===== src/hdl/fca_pkg.sv =====
// ----------------------------------------------------------------------------
// fca_pkg
// Shared constants and types of the fixed cell allocator.
// ----------------------------------------------------------------------------
package fca_pkg;

  localparam int NUM_CELLS = 128;

  localparam int IDX_W  = (NUM_CELLS > 1) ? $clog2(NUM_CELLS) : 1;
  localparam int CNT_W  = $clog2(NUM_CELLS + 1);
  localparam int ADDR_W = 48;
  localparam int SIZE_W = 21;
  localparam int OFF_W  = IDX_W + SIZE_W;
  localparam int STEP_W = $clog2(IDX_W + 1);

  localparam int GRP    = 8;
  localparam int NGRP   = (NUM_CELLS + GRP - 1) / GRP;
  localparam int GRP_W  = (NGRP > 1) ? $clog2(NGRP) : 1;
  localparam int POS_W  = $clog2(GRP);

  localparam logic [1:0] OP_ALLOC   = 2'd0;
  localparam logic [1:0] OP_RELEASE = 2'd1;
  localparam logic [1:0] OP_CHECK   = 2'd2;

  localparam int REG_ZONE_BASE     = 0;
  localparam int REG_CELL_CAPACITY = 1;

  localparam logic [SIZE_W-1:0] CAP_RESET = SIZE_W'(4096);

  typedef struct packed {
    logic             done;
    logic             exact;
    logic [IDX_W-1:0] quot;
  } div_stat_t;

endpackage


===== src/hdl/fca_div.sv =====
// ----------------------------------------------------------------------------
// fca_div
// Restoring divider: offset by cell capacity, one quotient bit per cycle.
// ----------------------------------------------------------------------------
module fca_div (
  input  logic                       clk,
  input  logic                       rst,
  input  logic                       start,
  input  logic [fca_pkg::OFF_W-1:0]  dividend,
  input  logic [fca_pkg::SIZE_W-1:0] divisor,
  output fca_pkg::div_stat_t         stat
);

  logic [fca_pkg::OFF_W-1:0]  rem;
  logic [fca_pkg::OFF_W-1:0]  dvs;
  logic [fca_pkg::IDX_W-1:0]  quot;
  logic [fca_pkg::STEP_W-1:0] steps;
  logic                       busy;
  logic                       done;
  logic                       take;

  assign take = (rem >= dvs);

  always_ff @(posedge clk) begin
    if (rst) begin
      busy  <= 1'b0;
      done  <= 1'b0;
      steps <= '0;
    end else begin
      done <= 1'b0;
      if (start) begin
        busy  <= 1'b1;
        steps <= fca_pkg::STEP_W'(fca_pkg::IDX_W);
      end else if (busy) begin
        steps <= steps - 1'b1;
        if (steps == fca_pkg::STEP_W'(1)) begin
          busy <= 1'b0;
          done <= 1'b1;
        end
      end
    end
  end

  always_ff @(posedge clk) begin
    if (start) begin
      rem  <= dividend;
      dvs  <= fca_pkg::OFF_W'(divisor) << (fca_pkg::IDX_W - 1);
      quot <= '0;
    end else if (busy) begin
      if (take) begin
        rem <= rem - dvs;
      end
      dvs  <= dvs >> 1;
      quot <= (quot << 1) | fca_pkg::IDX_W'(take);
    end
  end

  assign stat.done  = done;
  assign stat.exact = (rem == '0);
  assign stat.quot  = quot;

endmodule


===== src/hdl/fixed_cell_allocator_top.sv =====
// ----------------------------------------------------------------------------
// fixed_cell_allocator_top
// Allocator over a zone of equal cells: allocate, release, check address.
// ----------------------------------------------------------------------------
//  channel  direction  handshake          content
//  s_*      in         tvalid/tready      request word (opcode, size, address)
//  m_*      out        tvalid/tready      result word (ok, address, size, counts)
//  apb      in         psel/penable       zone_base @0x0, cell_capacity @0x8
//
//  Allocate: the free-cell scan of the in-use bits checks groups of 8 cells
//  in turn, 16 groups for 128 cells, and stops at the first free cell.
//  Release/check: the bit-serial divider finds the cell index from the offset.
//  One request at a time; a new request is taken while a result waits.
//  Reset frees every cell at once through the in-use bits; no clearing pass.
// ----------------------------------------------------------------------------
module fixed_cell_allocator_top (
  input  logic        clk,
  input  logic        rst,
  input  logic        s_tvalid,
  output logic        s_tready,
  input  logic [71:0] s_tdata,   // req_size[20:0], address[68:21], zero pad
  input  logic [1:0]  s_tuser,   // opcode[1:0]
  output logic        m_tvalid,
  input  logic        m_tready,
  output logic [79:0] m_tdata,   // ok[0], cell_address[48:1], cell_size[69:49],
                                 // used_count[77:70], all_used[78], zero pad
  input  logic        psel,
  input  logic        penable,
  input  logic        pwrite,
  input  logic [3:0]  paddr,
  input  logic [63:0] pwdata,
  output logic [63:0] prdata,
  output logic        pready
);

  typedef enum logic [6:0] {
    S_IDLE = 7'b0000001,
    S_PREP = 7'b0000010,
    S_DIV  = 7'b0000100,
    S_LOOK = 7'b0001000,
    S_SCAN = 7'b0010000,
    S_MUL  = 7'b0100000,
    S_RESP = 7'b1000000
  } state_t;

  state_t state;

  logic [fca_pkg::ADDR_W-1:0]    zone_base;
  logic [fca_pkg::SIZE_W-1:0]    cell_capacity;
  logic [fca_pkg::SIZE_W-1:0]    cap_eff;
  logic [fca_pkg::OFF_W-1:0]     limit;

  logic [1:0]                    op;
  logic [fca_pkg::SIZE_W-1:0]    req_size;
  logic [fca_pkg::ADDR_W-1:0]    off;
  logic                          below;
  logic [fca_pkg::IDX_W-1:0]     idx;
  logic [fca_pkg::OFF_W-1:0]     prod;
  logic [fca_pkg::GRP_W-1:0]     grp;
  logic                          res_ok;
  logic                          res_alloc;
  logic                          chk_read;

  logic [fca_pkg::NUM_CELLS-1:0] used;
  logic [fca_pkg::CNT_W-1:0]     cnt;

  logic [fca_pkg::NGRP*fca_pkg::GRP-1:0] used_pad;
  logic [fca_pkg::GRP-1:0]       grp_bits;
  logic                          free_hit;
  logic [fca_pkg::POS_W-1:0]     free_pos;
  logic [fca_pkg::IDX_W-1:0]     idx_found;

  logic [fca_pkg::SIZE_W-1:0]    mem [fca_pkg::NUM_CELLS];
  logic [fca_pkg::SIZE_W-1:0]    rd_data;
  logic                          mem_we;
  logic                          mem_re;

  logic                          div_start;
  fca_pkg::div_stat_t            div_stat;

  logic                          cfg_we;
  logic                          accept;
  logic                          out_load;
  logic                          look_hit;

  assign pready   = 1'b1;
  assign cfg_we   = psel & penable & pwrite & pready;
  assign prdata   = paddr[3] ? 64'(cell_capacity) : 64'(zone_base);
  assign s_tready = (state == S_IDLE);
  assign accept   = s_tvalid & s_tready;

  assign cap_eff  = (cell_capacity == '0) ? fca_pkg::SIZE_W'(1) : cell_capacity;
  assign limit    = fca_pkg::OFF_W'(cap_eff) * fca_pkg::OFF_W'(fca_pkg::NUM_CELLS);

  always_ff @(posedge clk) begin
    if (rst) begin
      zone_base     <= '0;
      cell_capacity <= fca_pkg::CAP_RESET;
    end else if (cfg_we) begin
      if (paddr[3]) begin
        cell_capacity <= pwdata[fca_pkg::SIZE_W-1:0];
      end else begin
        zone_base <= pwdata[fca_pkg::ADDR_W-1:0];
      end
    end
  end

  always_comb begin
    used_pad = {(fca_pkg::NGRP*fca_pkg::GRP){1'b1}};
    used_pad[fca_pkg::NUM_CELLS-1:0] = used;
    grp_bits = used_pad[grp*fca_pkg::GRP +: fca_pkg::GRP];
    free_hit = ~&grp_bits;
    free_pos = '0;
    for (int i = fca_pkg::GRP - 1; i >= 0; i--) begin
      if (!grp_bits[i]) begin
        free_pos = fca_pkg::POS_W'(i);
      end
    end
    idx_found = fca_pkg::IDX_W'({grp, free_pos});
  end

  assign mem_we    = (state == S_SCAN) && free_hit;
  assign look_hit  = (state == S_LOOK) && used[idx];
  assign mem_re    = look_hit && (op == fca_pkg::OP_CHECK);
  assign div_start = (state == S_PREP) && (op == fca_pkg::OP_RELEASE ||
                     op == fca_pkg::OP_CHECK) && !below && (off < 48'(limit));
  assign out_load  = (state == S_RESP) && (!m_tvalid || m_tready);

  always_ff @(posedge clk) begin
    if (mem_we) begin
      mem[idx_found] <= req_size;
    end
    if (mem_re) begin
      rd_data <= mem[idx];
    end
  end

  fca_div u_div (
    .clk      (clk),
    .rst      (rst),
    .start    (div_start),
    .dividend (off[fca_pkg::OFF_W-1:0]),
    .divisor  (cap_eff),
    .stat     (div_stat)
  );

  always_ff @(posedge clk) begin
    if (rst) begin
      state <= S_IDLE;
      used  <= '0;
      cnt   <= '0;
    end else begin
      case (state)
        S_IDLE: begin
          if (accept) begin
            state <= S_PREP;
          end
        end
        S_PREP: begin
          if (op == fca_pkg::OP_ALLOC && req_size != '0) begin
            state <= S_SCAN;
          end else if (div_start) begin
            state <= S_DIV;
          end else begin
            state <= S_RESP;
          end
        end
        S_DIV: begin
          if (div_stat.done) begin
            state <= div_stat.exact ? S_LOOK : S_RESP;
          end
        end
        S_LOOK: begin
          if (look_hit && op == fca_pkg::OP_RELEASE) begin
            used[idx] <= 1'b0;
            cnt       <= cnt - 1'b1;
          end
          state <= S_RESP;
        end
        S_SCAN: begin
          if (free_hit) begin
            used[idx_found] <= 1'b1;
            cnt             <= cnt + 1'b1;
            state           <= S_MUL;
          end else if (grp == fca_pkg::GRP_W'(fca_pkg::NGRP - 1)) begin
            state <= S_RESP;
          end
        end
        S_MUL: begin
          state <= S_RESP;
        end
        S_RESP: begin
          if (out_load) begin
            state <= S_IDLE;
          end
        end
        default: begin
          state <= S_IDLE;
        end
      endcase
    end
  end

  always_ff @(posedge clk) begin
    if (accept) begin
      op        <= s_tuser;
      req_size  <= s_tdata[20:0];
      off       <= s_tdata[68:21] - zone_base;
      below     <= (s_tdata[68:21] < zone_base);
      grp       <= '0;
      res_ok    <= 1'b0;
      res_alloc <= 1'b0;
      chk_read  <= 1'b0;
    end
    if (state == S_DIV && div_stat.done) begin
      idx <= div_stat.quot;
    end
    if (state == S_LOOK) begin
      res_ok   <= look_hit;
      chk_read <= mem_re;
    end
    if (state == S_SCAN) begin
      grp <= grp + 1'b1;
      if (free_hit) begin
        idx       <= idx_found;
        res_ok    <= 1'b1;
        res_alloc <= 1'b1;
      end
    end
    if (state == S_MUL) begin
      prod <= fca_pkg::OFF_W'(idx) * fca_pkg::OFF_W'(cap_eff);
    end
  end

  always_ff @(posedge clk) begin
    if (rst) begin
      m_tvalid <= 1'b0;
    end else if (out_load) begin
      m_tvalid <= 1'b1;
    end else if (m_tready) begin
      m_tvalid <= 1'b0;
    end
  end

  always_ff @(posedge clk) begin
    if (out_load) begin
      m_tdata[0]     <= res_ok;
      m_tdata[48:1]  <= res_alloc ? zone_base + 48'(prod) : '0;
      m_tdata[69:49] <= chk_read ? rd_data : '0;
      m_tdata[77:70] <= 8'(cnt);
      m_tdata[78]    <= (cnt == fca_pkg::CNT_W'(fca_pkg::NUM_CELLS));
      m_tdata[79]    <= 1'b0;
    end
  end

endmodule

===== config.mk =====
export PLATFORM = sky130hd
export DESIGN_NAME = fixed_cell_allocator_top
export DESIGN_NICKNAME = d
export VERILOG_FILES = /design/src/hdl/fca_pkg.sv /design/src/hdl/fca_div.sv /design/src/hdl/fixed_cell_allocator_top.sv
export SDC_FILE = /design/constraint.sdc
export NUM_CORES = 2
export LEC_CHECK = 0
export ABC_CLOCK_PERIOD_IN_PS = 7000
export BUFFER_PORTS_ARGS = -buffer_cell sky130_fd_sc_hd__buf_2
export CORE_ASPECT_RATIO = 1.75
export CORE_MARGIN = 5
export CORE_UTILIZATION = 50
export CTS_CLUSTER_DIAMETER = 50
export DETAILED_ROUTE_END_ITERATION = 8
export PLACE_DENSITY = 0.66
export SETUP_SLACK_MARGIN = 0.15
export SYNTH_ARGS = -nofsm -noshare
export SYNTH_HDL_FRONTEND = slang
export SYNTH_SLANG_ARGS = --single-unit

===== constraint.sdc =====
create_clock -name clk -period 7 [get_ports clk]
set_input_delay 0.7 -clock clk [delete_from_list [all_inputs] [get_ports clk]]
set_output_delay 0.7 -clock clk [all_outputs]
set_load 0.005 [all_outputs]

==> results.sh <==
export IMPL_status="completed"
export IMPL_cp_required_ps=7610
export IMPL_final_hold_viol_count=0
export IMPL_final_common_cell="edfxtp_1"
export IMPL_dominantRegCellSynth="edfxtp_1"
export IMPL_overflow=0
export IMPL_grt_max_degree=138
export IMPL_yosys_area_top_type="edfxtp_1"
export IMPL_grt_pass1_wl_um=598000
export IMPL_most_common_layout_cells="2942 x edfxtp_1, 977 x a22oi_1, 354 x nand2_1"
export IMPL_grt_pass1_vias=80900
export IMPL_clock_fmax_mhz=158
export IMPL_numCtsBuffers=283
export IMPL_maxSlewViolCount=0
export IMPL_crit_top_cell="fa_1"
export IMPL_grt_busiest_layer="met2"
export IMPL_drtAntennaViolNets=0
export IMPL_synthesis_area_um2=128000
export IMPL_worst_setup_path_start_kind="flop"
export IMPL_crit_buf_inv=1
export IMPL_skew_ps=64.3
export IMPL_leakage_nw=47.3
export IMPL_slew_headroom=0.125
export IMPL_wire_per_inst_um=34.3
export IMPL_htreeDepth=5
export IMPL_drt_iter0_markers=9034
export IMPL_synth_top_area_frac=0.689
export IMPL_cp_cell_sequence="nor4_1 > and3_1 > a31o_2 > nand2_1 > fa_1 > fa_1 > inv_1 > fa_1 > fa_1 > ha_1 > o211ai_1 > a21oi_1 > o21ai_1 > a21oi_1 > a41o_1 > nor3_1 > o21ai_1 > a211oi_1 > o21ai_0 > a21oi_1 > xnor2_1"
export IMPL_ys_warn_count=0
export IMPL_std_cell_rows=246
export IMPL_gp_congestion=1.01
export IMPL_worst_pin_slew_ps=1300
export IMPL_place_detailed_hpwl_um=272000
export IMPL_drive_gt1_frac=0.129
export IMPL_grt_use_met3=0.0486
export IMPL_crit_fanout=9
export IMPL_vias_per_cell=6.58
export IMPL_ys_ff_latch=3182
export IMPL_core_area_um2=256000
export IMPL_initial_utilization=0.501
export IMPL_slowest_stage="fa_1"
export IMPL_synth_seq_area_share=0.726
export IMPL_rsz0062_at_grt="no"
export IMPL_pwr_density_cell_nw_per_um2=275
export IMPL_period_needed_ps=6340
export IMPL_clock_sinks=3182
export IMPL_peakVddDrop_uv=197
export IMPL_arrival_ps=6950
export IMPL_clk_latency_ps=910
export IMPL_synthArstFlopShare=0
export IMPL_die_area_um2=267000
export IMPL_yosys_top_cells_area="edfxtp_1 69%, a22oi_1 5.7%, dfxtp_1 3.7%, ha_1 1.8%, fa_1 1.5%"
export IMPL_synth_edff_count=2942
export IMPL_clockBufferDepth=4
export IMPL_clockRootBuffer="clkbuf_16"
export IMPL_period_share=0.906
export IMPL_grtUsageMet2=0.527
export IMPL_finalSetupViolations=0
export IMPL_drc_errors=0
export IMPL_clk_pin_slew_ps=60
export IMPL_area_growth_pct=12.4
export IMPL_antenna_found_initial=25
export IMPL_die_x_um=393
export IMPL_drt_first_pass_iters=8
export IMPL_synth_cells=8414
export IMPL_vias=81700
export IMPL_grt_util_all_layers=0.313
export IMPL_portBuffers=255
export IMPL_setup_ws_ps=656
export IMPL_cts_resized_gates=0
export IMPL_worstSetupPathType="flop to flop"
export IMPL_hold_path_class="input pin to flop"
export IMPL_syn_area_per_cell_um2=15.2
export IMPL_ys_types=90
export IMPL_grtUsageMet1=0.356
export IMPL_critPathTopFamily="compound AO/OA/AOI/OAI gates"
export IMPL_crit_path_end_kind="flop"
export IMPL_preCtsSetupSlack_ps=742
export IMPL_io_pins=296
export IMPL_nets=9237
export IMPL_die_y_um=680
export IMPL_cts_tree="yes"
export IMPL_cpPeakStageDelay_ps=500
export IMPL_fin_tns_setup_ps=0
export IMPL_drt_total_wl_um=426000
export IMPL_cap_viol_max_count=0
## stage by stage
stage | utilization | area, µm² | total power [mW] | cells | hold WS (ps)
floorplan | - | 128000 | 22.9 | 8430 | 408
global placement | 0.526 | 135000 | 24.4 | 11800 | 423
detailed placement | 0.526 | 135000 | 24.5 | 11800 | 439
CTS | 0.563 | 144000 | 39.8 | 12400 | 16.9
global route | 0.563 | 144000 | 40.7 | 12400 | 53.5
finish | 0.563 | 144000 | 39.7 | 12400 | 66.7
## logic make-up after synthesis
| logic type | Yosys count | synth area share |
|---|---|---|
| XOR/XNOR | 142 | 0.00969 |
| flip-flops | 3182 | 0.726 |
| other | 2 | 0.0000585 |
| buffers and inverters | 876 | 0.0283 |
| adder cells (fa/ha/maj) | 282 | 0.0332 |
| AO/OA/AOI/OAI | 2479 | 0.136 |
| AND/OR/NAND/NOR | 1351 | 0.0534 |
| multiplexers | 100 | 0.0129 |
## synth_stat cells (all sizes together), types with 20 or more instances
cell type  count
nor2b         51
clkbuf       257
or2           41
inv          320
nand3        133
xor2          41
buf          298
a31oi        109
a221oi       205
and2         140
a21oi        337
xnor2        101
edfxtp      2942
and3          28
nand2b        33
fa            98
a22oi        977
o211ai        47
a41oi         65
a22o         202
mux2i         36
nand2        361
mux4          51
a21o          65
nor3          37
nor2         235
ha           184
o21a          20
dfxtp        240
o21ai        334
nand4        197
nor4          57
## power by group
part           total (mW)  switching [mW]  internal [mW]
Sequential           21.0          0.0686           20.9
Combinational        3.12            2.29          0.828
Clock                15.5            6.94           8.61
Total                39.7            9.30           30.4
## path summary, 6_finish.rpt
kind                startpoint  depth (start not counted)       endpoint  slack, ps
max reg2reg  cell_capacity[15]                         21       prod[26]        660
min                 pwdata[40]                          3  zone_base[40]         70
min reg2reg             res_ok                          0     m_tdata[0]        460
max          cell_capacity[15]                         21       prod[26]        660
## state kept, by name, summed over array words and instances, names as in the netlist, 21 cells and up
| register | flops |
|---|---|
| u_div.dvs | 27 |
| cell_capacity | 21 |
| req_size | 21 |
| prod | 28 |
| mem | 2688 |
| zone_base | 48 |
| u_div.rem | 28 |
| m_tdata | 79 |
| used | 128 |
| rd_data | 21 |
| off | 48 |
## layer usage
metal  share of wire  wire length, µm  vias to the layer above
li1                -                -                    34200
met1            0.33           140000                    41600
met2            0.49           210000                     4704
met3           0.081            34600                     1183
met4           0.097            41300                        4
met5        0.000063               27                        -
## area by class of cell
type,count,area [µm²]
fill,20000,112000
sequential,3182,93200
multi-input combinational,4372,31800
clock buffer,353,7460
timing repair buffer,646,4660
tap,3348,4190
clock inverter,150,1560
inverter,321,1210
antenna,45,113
## repair_timing
action,4_1_cts,5_1_grt
hold buffers,22,0
setup buffers,0,0
setup endpoints to repair,0,0
endpoints found under the hold margin,22,0
## worst reg2reg max path, stage by stage (launching register included)
cell and delay [ps]:
dfxtp_1 310, nor4_1 390, and3_1 300, a31o_2 340
nand2_1 120, fa_1 460, fa_1 500, inv_1 50
fa_1 490, fa_1 420, ha_1 330, o211ai_1 210
a21oi_1 150, o21ai_1 180, a21oi_1 160, a41o_1 340
nor3_1 200, o21ai_1 160, a211oi_1 500, o21ai_0 190
a21oi_1 210, xnor2_1 90
No activity file was read; power rests on OpenSTA's default activity.
